**src/hw/rtl/status_led_pattern_sequencer_unit_macros.svh**
```systemverilog
// Assertion macros shared by the status LED sequencer RTL.
`ifndef STATUS_LED_PATTERN_SEQUENCER_UNIT_MACROS_SVH
`define STATUS_LED_PATTERN_SEQUENCER_UNIT_MACROS_SVH

// The consequent must hold in the cycle after the antecedent.
`define SLPS_ASSERT_NEXT(label, ante, cons) \
    label: assert property (@(posedge aclk) disable iff (!aresetn) (ante) |=> (cons)) \
        else $error("status LED sequencer check failed");

// The consequent must hold in the same cycle as the antecedent.
`define SLPS_ASSERT_SAME(label, ante, cons) \
    label: assert property (@(posedge aclk) disable iff (!aresetn) (ante) |-> (cons)) \
        else $error("status LED sequencer check failed");

`endif

```
**src/hw/rtl/slps_pkg.sv**
```systemverilog
// Types and constants of the status LED pattern sequencer.
`default_nettype none

package slps_pkg;

    typedef struct packed {
        logic [6:0] battery_pct;
        logic       imu_ready;
        logic       standby;
    } in_beat_t;

    typedef struct packed {
        logic [7:0] status_level;
        logic       battery_led;
    } out_beat_t;

    localparam int CFG_INDEX_W = 3;
    localparam int CFG_DATA_W  = 16;

    // Configuration register indexes.
    localparam logic [CFG_INDEX_W-1:0] REG_STATUS_ENABLE    = 3'd0;
    localparam logic [CFG_INDEX_W-1:0] REG_RISE_STEP_MS     = 3'd1;
    localparam logic [CFG_INDEX_W-1:0] REG_FALL_STEP_MS     = 3'd2;
    localparam logic [CFG_INDEX_W-1:0] REG_BREATH_PEAK      = 3'd3;
    localparam logic [CFG_INDEX_W-1:0] REG_PAUSE_MS         = 3'd4;
    localparam logic [CFG_INDEX_W-1:0] REG_LOW_BATTERY_PCT  = 3'd5;
    localparam logic [CFG_INDEX_W-1:0] REG_FULL_BATTERY_PCT = 3'd6;
    localparam logic [CFG_INDEX_W-1:0] REG_BLINK_HALF_MS    = 3'd7;

    // Register reset values.
    localparam logic        RST_STATUS_ENABLE    = 1'b1;
    localparam logic [7:0]  RST_RISE_STEP_MS     = 8'd5;
    localparam logic [7:0]  RST_FALL_STEP_MS     = 8'd15;
    localparam logic [7:0]  RST_BREATH_PEAK      = 8'd80;
    localparam logic [15:0] RST_PAUSE_MS         = 16'd2000;
    localparam logic [6:0]  RST_LOW_BATTERY_PCT  = 7'd15;
    localparam logic [6:0]  RST_FULL_BATTERY_PCT = 7'd99;
    localparam logic [15:0] RST_BLINK_HALF_MS    = 16'd300;

    // Fixed levels and flash timing (reload values are period minus one).
    localparam logic [7:0]  IMU_WAIT_LEVEL   = 8'd128;
    localparam logic [7:0]  FLASH_LEVEL      = 8'd255;
    localparam logic [7:0]  MAX_LEVEL        = 8'd255;
    localparam logic [15:0] POLL_RELOAD      = 16'd99;
    localparam logic [15:0] FLASH_ON_RELOAD  = 16'd49;
    localparam logic [15:0] FLASH_GAP_RELOAD = 16'd69;

    typedef enum logic [4:0] {
        FLASH_IDLE = 5'b00001,
        FLASH_POLL = 5'b00010,
        FLASH_ON1  = 5'b00100,
        FLASH_GAP  = 5'b01000,
        FLASH_ON2  = 5'b10000
    } flash_state_t;

endpackage

`default_nettype wire

```
**src/hw/rtl/status_led_pattern_sequencer_unit.sv**
```systemverilog
// Status LED pattern sequencer: battery blink, breathing and double-flash patterns.
// A result beat appears on m_* in the cycle after its tick beat is accepted.
// Throughput: one tick beat per cycle; the whole state update fits between the
// state registers and the result register, and s_ready stays high while the result
// register is empty or being drained.
// Reset: synchronous, active low; clears all pattern state and loads register defaults.
`default_nettype none

`include "status_led_pattern_sequencer_unit_macros.svh"

module status_led_pattern_sequencer_unit (
    input  wire logic                                aclk,
    input  wire logic                                aresetn,
    input  wire logic                                cfg_we,
    input  wire logic [slps_pkg::CFG_INDEX_W-1:0]    cfg_index,
    input  wire logic [slps_pkg::CFG_DATA_W-1:0]     cfg_wdata,
    input  wire logic                                s_valid,
    output logic                                     s_ready,
    input  wire slps_pkg::in_beat_t                  s_data,
    output logic                                     m_valid,
    input  wire logic                                m_ready,
    output slps_pkg::out_beat_t                      m_data
);

    // Configuration registers.
    logic        status_enable_reg;
    logic [7:0]  rise_step_ms_reg;
    logic [7:0]  fall_step_ms_reg;
    logic [7:0]  breath_peak_reg;
    logic [15:0] pause_ms_reg;
    logic [6:0]  low_battery_pct_reg;
    logic [6:0]  full_battery_pct_reg;
    logic [15:0] blink_half_ms_reg;

    // Pattern state.
    logic [7:0]             breath_level_reg, breath_level_next;
    logic                   breath_rising_reg, breath_rising_next;
    logic [15:0]            step_timer_reg, step_timer_next;
    logic [15:0]            pause_timer_reg, pause_timer_next;
    slps_pkg::flash_state_t flash_state_reg, flash_state_next;
    logic [15:0]            blink_timer_reg, blink_timer_next;
    logic                   battery_level_reg, battery_level_next;
    logic [7:0]             shown_level_reg, shown_level_next;

    logic                   m_valid_reg;
    slps_pkg::out_beat_t    m_data_reg;

    logic        accept;
    logic        paused;
    logic [7:0]  level_step;
    logic [15:0] rise_reload;
    logic [15:0] fall_reload;
    logic [15:0] blink_reload;

    assign accept  = s_valid && s_ready;
    assign s_ready = !m_valid_reg || m_ready;
    assign m_valid = m_valid_reg;
    assign m_data  = m_data_reg;

    assign paused       = (pause_timer_reg != 16'd0);
    assign rise_reload  = (rise_step_ms_reg == 8'd0) ? 16'd0
                        : {8'd0, rise_step_ms_reg - 8'd1};
    assign fall_reload  = (fall_step_ms_reg == 8'd0) ? 16'd0
                        : {8'd0, fall_step_ms_reg - 8'd1};
    assign blink_reload = (blink_half_ms_reg == 16'd0) ? 16'd0
                        : blink_half_ms_reg - 16'd1;

    always_ff @(posedge aclk) begin
        if (!aresetn) begin
            status_enable_reg    <= slps_pkg::RST_STATUS_ENABLE;
            rise_step_ms_reg     <= slps_pkg::RST_RISE_STEP_MS;
            fall_step_ms_reg     <= slps_pkg::RST_FALL_STEP_MS;
            breath_peak_reg      <= slps_pkg::RST_BREATH_PEAK;
            pause_ms_reg         <= slps_pkg::RST_PAUSE_MS;
            low_battery_pct_reg  <= slps_pkg::RST_LOW_BATTERY_PCT;
            full_battery_pct_reg <= slps_pkg::RST_FULL_BATTERY_PCT;
            blink_half_ms_reg    <= slps_pkg::RST_BLINK_HALF_MS;
        end else if (cfg_we) begin
            case (cfg_index)
                slps_pkg::REG_STATUS_ENABLE:    status_enable_reg    <= cfg_wdata[0];
                slps_pkg::REG_RISE_STEP_MS:     rise_step_ms_reg     <= cfg_wdata[7:0];
                slps_pkg::REG_FALL_STEP_MS:     fall_step_ms_reg     <= cfg_wdata[7:0];
                slps_pkg::REG_BREATH_PEAK:      breath_peak_reg      <= cfg_wdata[7:0];
                slps_pkg::REG_PAUSE_MS:         pause_ms_reg         <= cfg_wdata;
                slps_pkg::REG_LOW_BATTERY_PCT:  low_battery_pct_reg  <= cfg_wdata[6:0];
                slps_pkg::REG_FULL_BATTERY_PCT: full_battery_pct_reg <= cfg_wdata[6:0];
                slps_pkg::REG_BLINK_HALF_MS:    blink_half_ms_reg    <= cfg_wdata;
                default: ;
            endcase
        end
    end

    always_comb begin
        breath_level_next  = breath_level_reg;
        breath_rising_next = breath_rising_reg;
        step_timer_next    = step_timer_reg;
        pause_timer_next   = pause_timer_reg;
        flash_state_next   = flash_state_reg;
        blink_timer_next   = blink_timer_reg;
        battery_level_next = battery_level_reg;
        shown_level_next   = shown_level_reg;
        level_step         = breath_level_reg;

        if (paused) begin
            pause_timer_next = pause_timer_reg - 16'd1;
        end

        // The low band wins over the full band when the thresholds overlap.
        if (s_data.battery_pct < low_battery_pct_reg) begin
            if (blink_timer_reg == 16'd0) begin
                battery_level_next = !battery_level_reg;
                blink_timer_next   = blink_reload;
            end else begin
                blink_timer_next = blink_timer_reg - 16'd1;
            end
        end else if (s_data.battery_pct >= full_battery_pct_reg) begin
            battery_level_next = 1'b0;
        end else begin
            battery_level_next = 1'b1;
        end

        if (!s_data.imu_ready) begin
            flash_state_next = slps_pkg::FLASH_IDLE;
            shown_level_next = slps_pkg::IMU_WAIT_LEVEL;
        end else if (s_data.standby && status_enable_reg) begin
            flash_state_next = slps_pkg::FLASH_IDLE;
            if (!paused) begin
                if (step_timer_reg != 16'd0) begin
                    step_timer_next = step_timer_reg - 16'd1;
                end else begin
                    if (breath_rising_reg) begin
                        if (breath_level_reg == slps_pkg::MAX_LEVEL) begin
                            level_step         = slps_pkg::MAX_LEVEL;
                            breath_rising_next = 1'b0;
                        end else begin
                            level_step         = breath_level_reg + 8'd1;
                            breath_rising_next = !(level_step > breath_peak_reg);
                        end
                        step_timer_next = rise_reload;
                    end else begin
                        if (breath_level_reg == 8'd0) begin
                            level_step         = 8'd0;
                            breath_rising_next = 1'b1;
                        end else begin
                            level_step = breath_level_reg - 8'd1;
                            if (level_step == 8'd0) begin
                                breath_rising_next = 1'b1;
                            end
                        end
                        step_timer_next = fall_reload;
                    end
                    breath_level_next = level_step;
                    shown_level_next  = level_step;
                    // Reaching dark starts the pause and restarts the step count.
                    if (level_step == 8'd0) begin
                        pause_timer_next = pause_ms_reg;
                        step_timer_next  = 16'd0;
                    end
                end
            end
        end else if (status_enable_reg) begin
            if (flash_state_reg == slps_pkg::FLASH_IDLE) begin
                flash_state_next = slps_pkg::FLASH_POLL;
                step_timer_next  = slps_pkg::POLL_RELOAD;
            end else if (step_timer_reg != 16'd0) begin
                step_timer_next = step_timer_reg - 16'd1;
            end else begin
                case (flash_state_reg)
                    slps_pkg::FLASH_POLL: begin
                        if (paused) begin
                            step_timer_next = slps_pkg::POLL_RELOAD;
                        end else begin
                            shown_level_next = slps_pkg::FLASH_LEVEL;
                            flash_state_next = slps_pkg::FLASH_ON1;
                            step_timer_next  = slps_pkg::FLASH_ON_RELOAD;
                        end
                    end
                    slps_pkg::FLASH_ON1: begin
                        shown_level_next = 8'd0;
                        flash_state_next = slps_pkg::FLASH_GAP;
                        step_timer_next  = slps_pkg::FLASH_GAP_RELOAD;
                    end
                    slps_pkg::FLASH_GAP: begin
                        shown_level_next = slps_pkg::FLASH_LEVEL;
                        flash_state_next = slps_pkg::FLASH_ON2;
                        step_timer_next  = slps_pkg::FLASH_ON_RELOAD;
                    end
                    default: begin
                        shown_level_next = 8'd0;
                        pause_timer_next = pause_ms_reg;
                        flash_state_next = slps_pkg::FLASH_POLL;
                        step_timer_next  = slps_pkg::POLL_RELOAD;
                    end
                endcase
            end
        end else begin
            flash_state_next = slps_pkg::FLASH_IDLE;
            shown_level_next = 8'd0;
        end
    end

    always_ff @(posedge aclk) begin
        if (!aresetn) begin
            breath_level_reg  <= 8'd0;
            breath_rising_reg <= 1'b1;
            step_timer_reg    <= 16'd0;
            pause_timer_reg   <= 16'd0;
            flash_state_reg   <= slps_pkg::FLASH_IDLE;
            blink_timer_reg   <= 16'd0;
            battery_level_reg <= 1'b0;
            shown_level_reg   <= 8'd0;
        end else if (accept) begin
            breath_level_reg  <= breath_level_next;
            breath_rising_reg <= breath_rising_next;
            step_timer_reg    <= step_timer_next;
            pause_timer_reg   <= pause_timer_next;
            flash_state_reg   <= flash_state_next;
            blink_timer_reg   <= blink_timer_next;
            battery_level_reg <= battery_level_next;
            shown_level_reg   <= shown_level_next;
        end
    end

    always_ff @(posedge aclk) begin
        if (!aresetn) begin
            m_valid_reg <= 1'b0;
        end else if (accept) begin
            m_valid_reg <= 1'b1;
        end else if (m_ready) begin
            m_valid_reg <= 1'b0;
        end
    end

    always_ff @(posedge aclk) begin
        if (accept) begin
            m_data_reg.status_level <= shown_level_next;
            m_data_reg.battery_led  <= battery_level_next;
        end
    end

    `SLPS_ASSERT_NEXT(a_accept_gives_result, accept, m_valid_reg)
    `SLPS_ASSERT_NEXT(a_imu_wait_level, accept && !s_data.imu_ready,
        m_data_reg.status_level == slps_pkg::IMU_WAIT_LEVEL)
    `SLPS_ASSERT_NEXT(a_full_battery_dark,
        accept && (s_data.battery_pct >= full_battery_pct_reg)
            && (s_data.battery_pct >= low_battery_pct_reg),
        !m_data_reg.battery_led)
    `SLPS_ASSERT_NEXT(a_pause_holds_breath,
        accept && paused && s_data.imu_ready && s_data.standby && status_enable_reg,
        $stable(breath_level_reg) && $stable(step_timer_reg))
    `SLPS_ASSERT_SAME(a_result_mirrors_state, m_valid_reg && !$past(cfg_we),
        (m_data_reg.status_level == shown_level_reg)
            && (m_data_reg.battery_led == battery_level_reg))

endmodule

`default_nettype wire

```
**config.mk**
```make
export PLATFORM = sky130hd
export DESIGN_NAME = status_led_pattern_sequencer_unit
export DESIGN_NICKNAME = d
export VERILOG_FILES = /design/src/hw/rtl/slps_pkg.sv /design/src/hw/rtl/status_led_pattern_sequencer_unit.sv
export VERILOG_INCLUDE_DIRS = /design/src /design/src/hw/rtl
export SDC_FILE = /design/constraint.sdc
export NUM_CORES = 1
export LEC_CHECK = 0
export BUFFER_PORTS_ARGS = -buffer_cell sky130_fd_sc_hd__buf_2
export CORE_MARGIN = 2
export CORE_UTILIZATION = 50
export CTS_CLUSTER_SIZE = 12
export DETAILED_ROUTE_END_ITERATION = 16
export GPL_ROUTABILITY_DRIVEN = 0
export PLACE_DENSITY = 0.67
export SLEW_MARGIN = 20
export SYNTH_ARGS = -nofsm -noshare
export SYNTH_HDL_FRONTEND = slang
export SYNTH_SLANG_ARGS = --single-unit
```
**constraint.sdc**
```tcl
create_clock -name aclk -period 4.13 [get_ports aclk]
set_clock_uncertainty 0.1 [all_clocks]
set_input_delay 0.413 -clock aclk [delete_from_list [all_inputs] [get_ports aclk]]
set_output_delay 0.413 -clock aclk [all_outputs]
set_load 0.005 [all_outputs]
```
==> flow_summary.yaml, run 1 <==
run_status:
  outcome: "finished clean"
clock_tree:
  cts-root-buf: "clkbuf_16"
  clock_sinks: 152
  cts_buffer_depth: 2
  cts_tree: "yes"
  clk_latency_ns: 0.44
  ctsHoldBuffers: 0
  cts_inserted_buffers: 17
  cts_htree_levels: 4
  path_clk_slew_ns: 0.07
  post_cts_resized: 0
  cts_setup_buffers: 0
global_routing:
  grt_usage_pct: 25.9
  grt_antenna_before_repair: 0
  grt_pass1_wl_mm: 38.6
  overflow: 0
  grt_max_degree: 55
  first_global_vias: 7482
floorplan:
  pin_count: 44
  fp.dieW_um: 137
  dieArea_mm2: 0.0186
  start_util_pct: 51.0
  core_area_mm2: 0.0172
  fp-row-count: 48
  fp.dieH_um: 137
synth:
  synth_edf_count: 9
  seq_area_frac_synth_pct: 35.7
  synth_top_area_share_pct: 32.6
  ys_ff_latch: 152
  ys_async_sr_fraction_pct: 0
  synth.most_common_cell: "nand2_1"
  postSynthCellCount: 1138
  synthTopCellsByCount: "nand2_1, dfxtp_1, a21oi_1"
  synthFlopType: "dfxtp_1"
  yosysWarnings: 0
  synthesis.nets: 1205
  synth_area_leader_cell: "dfxtp_1"
  syn_area_mm2: 0.00878
  synth_top_cells_by_area: "dfxtp_1, nand2_1, a21oi_1"
  syn_area_per_cell_um2: 7.72
  yosysUniqueCellTypes: 80
route:
  wl_met2_mm: 10.4
  top_layer: "met4"
  num_vias: 8270
  via_per_inst: 5.92
  wl_mm: 23.2
  met1Wirelength_mm: 11.2
  met3_length_mm: 1.16
  routedWlPerCell_um: 16.6
  antenna_left: 0
  first_pass_iters: 5
  drt_iter0_markers: 751
  drc: 0
critical_path:
  cp-endpoint: "pause_timer_reg[15]$_SDFFE_PN0P_"
  worstPathRequired_ns: 4.31
  worstReg2RegEnd: "pause_timer_reg[15]$_SDFFE_PN0P_"
  crit_path_start: "breath_level_reg[0]$_SDFFE_PN0P_"
  arrival_ns: 3.83
  reg2regPathDepth: 9
  critPathLaunchType: "register"
  rr_startpoint: "breath_level_reg[0]$_SDFFE_PN0P_"
  crit_path_end_kind: "register"
  r2r_setup_slack_ns: 0.48
  cp_max_fo: 12
  path_class: "register to register"
sta:
  worst_pin_slew_ns: 1.04
  period_minus_slack_ns: 3.65
  finalCritPeriodShare_pct: 88.3
  rsz0062_at_grt: "false"
  setup_viol: 0
  slew_headroom_pct: 30.2
  fin_tns_setup_ns: 0
  finalHoldViolations: 0
  holdWs_ns: 0.113
  final_max_slew_viol_count: 0
  max_freq_mhz: 274
layout:
  drive_gt1_share_pct: 10.2
  post-route-util_pct: 56.8
  area_delta_synth_final_pct: 11.6
  stdcell_area_mm2: 0.00980
  n_antenna_cell: 0
  fin_nets: 1226
place:
  portBuffers: 43
  dp_hpwl_mm: 16.2
  placed_area_mm2: 0.00918
flow_run:
  cap_violations: 0
pwr:
  vdd_drop_max_mv: 0.349
  cellLeakagePower_nw: 3.70
  total_power_mw: 5.10
  p_per_area_mw_per_mm2: 521
worst_hold_path:
  hold_class: "input pin to register"
routing by layer:
metal  vias to the layer above  track usage [%]
met2                       227             40.2
met5                         -                0
li1                       4146                -
met4                         0             7.41
met1                      3864             37.2
met3                        33             4.19
where the power goes:
part / switching, mW / leakage, nW / internal (mW) / total [mW]
Sequential: 0.150 / 1.25 / 1.64 / 1.79
Clock: 0.681 / 0.297 / 0.942 / 1.62
Combinational: 1.05 / 2.15 / 0.643 / 1.69
Total: 1.88 / 3.70 / 3.22 / 5.10
cells by family (layout without fill, tap and decap cells):
kind of cell    count (synthesis)  after routing  share of synthesized area (%)
simple gates                  497            497                           27.4
compound gates                296            296                           21.8
flops                         152            152                           35.7
buf+inv                       103            137                           4.50
xor+xnor                       41             41                           4.09
fa+ha+maj                      34             34                           4.84
mux                            15             15                           1.71
stage by stage:
stage	instances	setup slack, ns
after floorplan	1138	1.04
after global placement	1365	0.703
after detailed placement	1365	0.561
after CTS	1397	0.557
after global routing	1397	0.273
final	1397	0.484
worst max-delay path, stage by stage (launching register included):
cell and delay, ns:
dfxtp_1 0.56, ha_1 0.37, nand4_1 0.24, or4_1 0.57, o311a_1 0.17, a221oi_4 0.32, nand4_2 0.21, a211oi_4 0.60
mux2i_1 0.25, o22ai_1 0.09
how the worst min path moves through the flow:
| stage | cells after the start | startpoint | slack [ns] | end |
|---|---|---|---|---|
| final | 3 | cfg_wdata[9] | 0.11 | pause_ms_reg[9]$_SDFFE_PN1P_ |
| after global routing | 3 | cfg_wdata[14] | 0.12 | pause_ms_reg[14]$_SDFFE_PN0P_ |
| after CTS | 3 | cfg_wdata[8] | 0.11 | blink_half_ms_reg[8]$_SDFFE_PN1P_ |
| after detailed placement | 2 | pause_ms_reg[10]$_SDFFE_PN1P_ | 0.35 | pause_timer_reg[10]$_SDFFE_PN0P_ |
| after global placement | 2 | breath_peak_reg[3]$_SDFFE_PN0P_ | 0.34 | breath_peak_reg[3]$_SDFFE_PN0P_ |
| after floorplan | 2 | pause_ms_reg[10]$_SDFFE_PN1P_ | 0.33 | pause_timer_reg[10]$_SDFFE_PN0P_ |
cell type report:
cell class	instances	area [um^2]
fillers	1639	7440
multi-input cells	883	5270
flip-flops and latches	152	3130
clock buffers	19	453
repair buffers	58	328
well taps	225	282
inverters	47	176
clock inverters	13	159
cells in the final DEF (no fill, tap or decap), types with 28 or more instances in the layout:
master	n
nor3_1	35
ha_1	34
dfxtp_1	143
nor2_1	81
buf_2	43
xnor2_1	28
nand3_1	56
nand2_1	197
a21oi_1	97
o21ai_0	46
inv_1	46
Power figures use the tool's default switching activity.
==> inputs of run 2 (changes only) <==
--- a/config.mk
+++ b/config.mk
@@ -8,11 +8,11 @@
 export LEC_CHECK = 0
 export BUFFER_PORTS_ARGS = -buffer_cell sky130_fd_sc_hd__buf_2
 export CORE_MARGIN = 2
-export CORE_UTILIZATION = 50
+export CORE_UTILIZATION = 62
 export CTS_CLUSTER_SIZE = 12
 export DETAILED_ROUTE_END_ITERATION = 16
 export GPL_ROUTABILITY_DRIVEN = 0
-export PLACE_DENSITY = 0.67
+export PLACE_DENSITY = 0.8
 export SLEW_MARGIN = 20
 export SYNTH_ARGS = -nofsm -noshare
 export SYNTH_HDL_FRONTEND = slang
==> run 2 against run 1 <==
Against the previous run:
- cell area decreased by 0.89%
- hold slack got worse by 0.0044 ns
- die area decreased by 19%
- global-route usage increased by 5.3 points
- critical path type unchanged
- largest power group unchanged
- wire length decreased by 0.63%
- combinational power about the same
- power decreased by 1.1%
- critical path depth unchanged
- sequential power about the same
- via count increased by 3.0%
- non-clock buffer count decreased by 1
==> flow_summary.yaml, run 2 (synthesized netlist as in run 1, its figures left out) <==
clock_tree:
  ctsHoldBuffers: 0
  path_clk_slew_ns: 0.07
  clk_latency_ns: 0.43
  cts_setup_buffers: 0
  cts_buffer_depth: 2
  post_cts_resized: 0
  cts_htree_levels: 4
  clock_sinks: 152
  cts_inserted_buffers: 17
  cts-root-buf: "clkbuf_16"
  cts_tree: "yes"
critical_path:
  reg2regPathDepth: 9
  arrival_ns: 3.86
  crit_path_end_kind: "register"
  path_class: "register to register"
  cp_max_fo: 12
  critPathLaunchType: "register"
  worstPathRequired_ns: 4.30
global_routing:
  first_global_vias: 7880
  grt_usage_pct: 31.2
  overflow: 0
  grt_pass1_wl_mm: 37.7
  grt_max_degree: 47
  grt_antenna_before_repair: 0
floorplan:
  fp.dieW_um: 123
  dieArea_mm2: 0.0151
  core_area_mm2: 0.0139
  start_util_pct: 63.3
  fp.dieH_um: 123
  fp-row-count: 43
  pin_count: 44
sta:
  max_freq_mhz: 271
  final_max_slew_viol_count: 0
  period_minus_slack_ns: 3.69
  finalCritPeriodShare_pct: 89.3
  rsz0062_at_grt: "false"
  setup_viol: 0
  fin_tns_setup_ns: 0
  finalHoldViolations: 0
  worst_pin_slew_ns: 1.00
  slew_headroom_pct: 32.9
route:
  routedWlPerCell_um: 17.0
  first_pass_iters: 5
  drt_iter0_markers: 823
  via_per_inst: 6.31
  drc: 0
  num_vias: 8520
  wl_mm: 23.0
  antenna_left: 0
worst_hold_path:
  hold_class: "input pin to register"
  hold_depth: 3
layout:
  area_delta_synth_final_pct: 10.6
  n_antenna_cell: 0
  drive_gt1_share_pct: 10.1
  fin_nets: 1225
  layout_commonest_cell: "nand2_1"
  fin_cells: 1351
  final_cell_mix: "nand2_1, dfxtp_1, a21oi_1, nor2_1, nand3_1"
pwr:
  p_per_area_mw_per_mm2: 519
  cellLeakagePower_nw: 3.69
  vdd_drop_max_mv: 0.361
place:
  portBuffers: 43
  dp.cells: 1319
  dp_hpwl_mm: 15.9
run_status:
  outcome: "finished clean"
flow_run:
  cap_violations: 0
run 2: cell types whose count changed in the layout (fill, tap and decap cells not counted), sizes merged:
cell / before / now
buf: 58 / 57
bufinv: 2 / 0
clkinvlp: 2 / 1
inv: 54 / 57
clkinv: 2 / 3
clkbuf: 19 / 18
run 2: stage by stage:
| step | hold slack (ns) | utilization (%) | power (mW) | setup slack (ns) | area [um^2] |
|---|---|---|---|---|---|
| finish | 0.108 | 69.9 | 5.04 | 0.442 | 9710 |
| CTS | 0.111 | 69.9 | 5.01 | 0.501 | 9700 |
| floorplan | 0.328 | - | 3.07 | 1.04 | 8780 |
| global route | 0.128 | 69.9 | 5.31 | 0.299 | 9710 |
| detailed placement | 0.349 | 65.7 | 3.47 | 0.585 | 9110 |
| global placement | 0.343 | 65.7 | 3.43 | 0.706 | 9110 |
run 2: final timing paths:
kind / start / to / slack (ns)
hold / removal: cfg_wdata[8] / blink_half_ms_reg[8]$_SDFFE_PN1P_ / 0.11
hold reg to reg: low_battery_pct_reg[5]$_SDFFE_PN0P_ / low_battery_pct_reg[5]$_SDFFE_PN0P_ / 0.36
setup / recovery: breath_level_reg[0]$_SDFFE_PN0P_ / pause_timer_reg[6]$_SDFFE_PN0P_ / 0.44
setup reg to reg: breath_level_reg[0]$_SDFFE_PN0P_ / pause_timer_reg[6]$_SDFFE_PN0P_ / 0.44
run 2: metal layers:
layer / track usage [%] / vias up / wire length, um / part of all wire [%]
li1: - / 4122 / - / -
met1: 40.9 / 3987 / 10100 / 44
met2: 51.7 / 339 / 10800 / 47
met3: 5.44 / 72 / 1530 / 6.6
met4: 11.4 / 0 / 651 / 2.8
met5: 0 / - / 0 / 0
run 2: final cells by class:
type	instances	area, um^2
clock buffers	18	439
clock inverters	14	149
fillers	1133	4170
inverters	47	176
multi-input cells	883	5270
flip-flops and latches	152	3130
well taps	180	225
repair buffers	57	320
run 2: worst max-delay path, stage by stage, from the launching register on:
cell and delay, ns:
dfxtp_1 0.54, ha_1 0.35, nand4_1 0.26, or4_1 0.60
o311a_1 0.17, a221oi_4 0.30, nand4_2 0.19, a211oi_4 0.63
mux2i_1 0.26, o32ai_1 0.11
run 2: power by group:
| part | internal [mW] | switching [mW] | total, mW |
|---|---|---|---|
| Clock | 0.823 | 0.720 | 1.54 |
| Sequential | 1.64 | 0.151 | 1.79 |
| Combinational | 0.633 | 1.08 | 1.71 |
| Total | 3.09 | 1.95 | 5.04 |
==> inputs of run 3 (changes only) <==
--- a/config.mk
+++ b/config.mk
@@ -8,11 +8,11 @@
 export LEC_CHECK = 0
 export BUFFER_PORTS_ARGS = -buffer_cell sky130_fd_sc_hd__buf_2
 export CORE_MARGIN = 2
-export CORE_UTILIZATION = 62
+export CORE_UTILIZATION = 67
 export CTS_CLUSTER_SIZE = 12
 export DETAILED_ROUTE_END_ITERATION = 16
 export GPL_ROUTABILITY_DRIVEN = 0
-export PLACE_DENSITY = 0.8
+export PLACE_DENSITY = 0.86
 export SLEW_MARGIN = 20
 export SYNTH_ARGS = -nofsm -noshare
 export SYNTH_HDL_FRONTEND = slang
==> constraint.sdc (replaced) <==
create_clock -name aclk -period 4.75 [get_ports aclk]
set_clock_uncertainty 0.1 [all_clocks]
set_input_delay 0.475 -clock aclk [delete_from_list [all_inputs] [get_ports aclk]]
set_output_delay 0.475 -clock aclk [all_outputs]
set_load 0.005 [all_outputs]
==> run 3 against run 2 <==
Against the previous run:
- power down 12%
- non-clock buffer count down 4
- cell count down 0.89%
- largest cell class unchanged
- cell area down 0.18%
- sequential share of layout area up 0.058 points
- first-iteration DRC count up 6.7%
- highest routed layer unchanged
- core utilization up 6.2 points
==> flow_summary.yaml, run 3 (synthesized netlist as in run 1, its figures left out) <==
run_status:
  outcome: "finished clean"
layout:
  drive_gt1_share_pct: 9.77
  fin_nets: 1221
  area_delta_synth_final_pct: 10.4
  fill_cells: 1005
  fin_cells: 1339
  final_cell_mix: "nand2_1, dfxtp_1, a21oi_1, nor2_1, nand3_1"
  layout_commonest_cell: "nand2_1"
  n_antenna_cell: 0
  post-route-util_pct: 76.2
clock_tree:
  cts_buffer_depth: 2
  clock_sinks: 152
  cts-root-buf: "clkbuf_16"
  post_cts_resized: 0
  cts_inserted_buffers: 17
  ctsHoldBuffers: 0
  cts_htree_levels: 4
  cts_setup_buffers: 0
  cts_tree: "yes"
  clk_latency_ns: 0.44
  path_clk_slew_ns: 0.07
sta:
  fin_tns_setup_ns: 0
  finalHoldViolations: 0
  final_max_slew_viol_count: 0
  rsz0062_at_grt: "false"
  setup_viol: 0
  setup_slack_ns: 1.13
  period_minus_slack_ns: 3.62
  finalCritPeriodShare_pct: 76.3
  max_freq_mhz: 276
  slew_headroom_pct: 31.0
  worst_pin_slew_ns: 1.03
  holdWs_ns: 0.174
global_routing:
  overflow: 0
  grt_antenna_before_repair: 0
  grt_usage_pct: 33.8
  grt_pass1_wl_mm: 38.9
  grt_max_degree: 86
  first_global_vias: 8037
critical_path:
  crit_path_frequent_cell: "nor3_1"
  arrival_ns: 3.80
  path_class: "register to register"
  worstReg2RegEnd: "pause_timer_reg[11]$_SDFFE_PN0P_"
  rr_startpoint: "pause_timer_reg[10]$_SDFFE_PN0P_"
  crit_path_end_kind: "register"
  cp_max_fo: 12
  critPathLaunchType: "register"
  slowest_stage: "or4_1"
  reg2regPathDepth: 8
  r2r_setup_slack_ns: 1.13
  path_cells: "or4_1 -> nor3_1 -> nand3_1 -> nor3_1 -> nand4_2 -> a211oi_4 -> mux2i_1 -> o22ai_1"
  worstPathRequired_ns: 4.93
  critPathMaxStageDelay_ns: 0.62
place:
  dp_hpwl_mm: 15.5
  dp.cells: 1307
  portBuffers: 43
  pre_cts_ws_ns: 1.21
route:
  routedWlPerCell_um: 17.5
  drc: 0
  antenna_left: 0
  wl_mm: 23.4
  drt_iter0_markers: 878
  num_vias: 8627
  via_per_inst: 6.44
  first_pass_iters: 5
worst_hold_path:
  hold_depth: 3
  holdPathEnd: "pause_ms_reg[9]$_SDFFE_PN1P_"
  hp-start: "cfg_wdata[9]"
  hold_class: "input pin to register"
pwr:
  p_per_area_mw_per_mm2: 459
  cellLeakagePower_nw: 3.67
  vdd_drop_max_mv: 0.373
floorplan:
  fp-row-count: 41
  start_util_pct: 69.0
  core_area_mm2: 0.0127
  fp.dieH_um: 118
  pin_count: 44
  dieArea_mm2: 0.0140
  fp.dieW_um: 118
flow_run:
  cap_violations: 0
[run 3: cell count changes in the layout (fill, tap and decap cells not counted)]
cell,previous run,this run
inv_6,8,4
buf_4,14,10
clkbuf_8,1,0
clkinv_4,0,2
clkinvlp_4,1,3
inv_8,2,3
clkinv_8,3,1
bufinv_16,0,2
[run 3: worst max-delay path, delay by kind of cell (launching register included)]
family	cells	cell delay, ns
multiplexers	1	0.26
AND/OR/NAND/NOR	5	2.04
flip-flops	1	0.35
AO/OA/AOI/OAI	2	0.71
[run 3: through the flow]
step	area, um^2	power, mW
5_1_grt	9690	4.66
3_5_place_dp	9070	2.99
2_1_floorplan	8780	2.67
3_3_place_gp	9070	2.95
4_1_cts	9680	4.40
6_report	9690	4.45
[run 3: area by class of cell]
| class | count | area [um^2] | share of cell area (%) |
|---|---|---|---|
| well taps | 172 | 215 | 2.22 |
| flip-flops and latches | 152 | 3130 | 32.3 |
| repair buffers | 53 | 290 | 3.00 |
| multi-input cells | 883 | 5270 | 54.3 |
| inverters | 47 | 176 | 1.82 |
| clock buffers | 17 | 425 | 4.39 |
| clock inverters | 15 | 185 | 1.91 |
[run 3: how the worst max path moves through the flow]
stage	startpoint	to
after floorplan	breath_level_reg[0]$_SDFFE_PN0P_	pause_timer_reg[12]$_SDFFE_PN0P_
after global placement	step_timer_reg[8]$_SDFFE_PN0P_	pause_timer_reg[11]$_SDFFE_PN0P_
after detailed placement	breath_level_reg[0]$_SDFFE_PN0P_	pause_timer_reg[11]$_SDFFE_PN0P_
after CTS	breath_level_reg[0]$_SDFFE_PN0P_	pause_timer_reg[4]$_SDFFE_PN0P_
after global routing	breath_level_reg[0]$_SDFFE_PN0P_	pause_timer_reg[4]$_SDFFE_PN0P_
final	pause_timer_reg[10]$_SDFFE_PN0P_	pause_timer_reg[11]$_SDFFE_PN0P_
[run 3: report_power, final]
group,internal (mW),switching [mW]
clock,0.796,0.624
combinational,0.534,0.937
sequential,1.42,0.135
[run 3: routing by layer]
layer  GRT usage (%)  wire length (um)  vias to the layer above  part of all wire (%)
met5               0                 0                        -                     0
met4            13.5               619                        0                   2.6
met3            6.95              1840                       70                   7.9
met2            54.8             11000                      405                    47
met1            44.0              9900                     4033                    42
li1                -                 -                     4119                     -
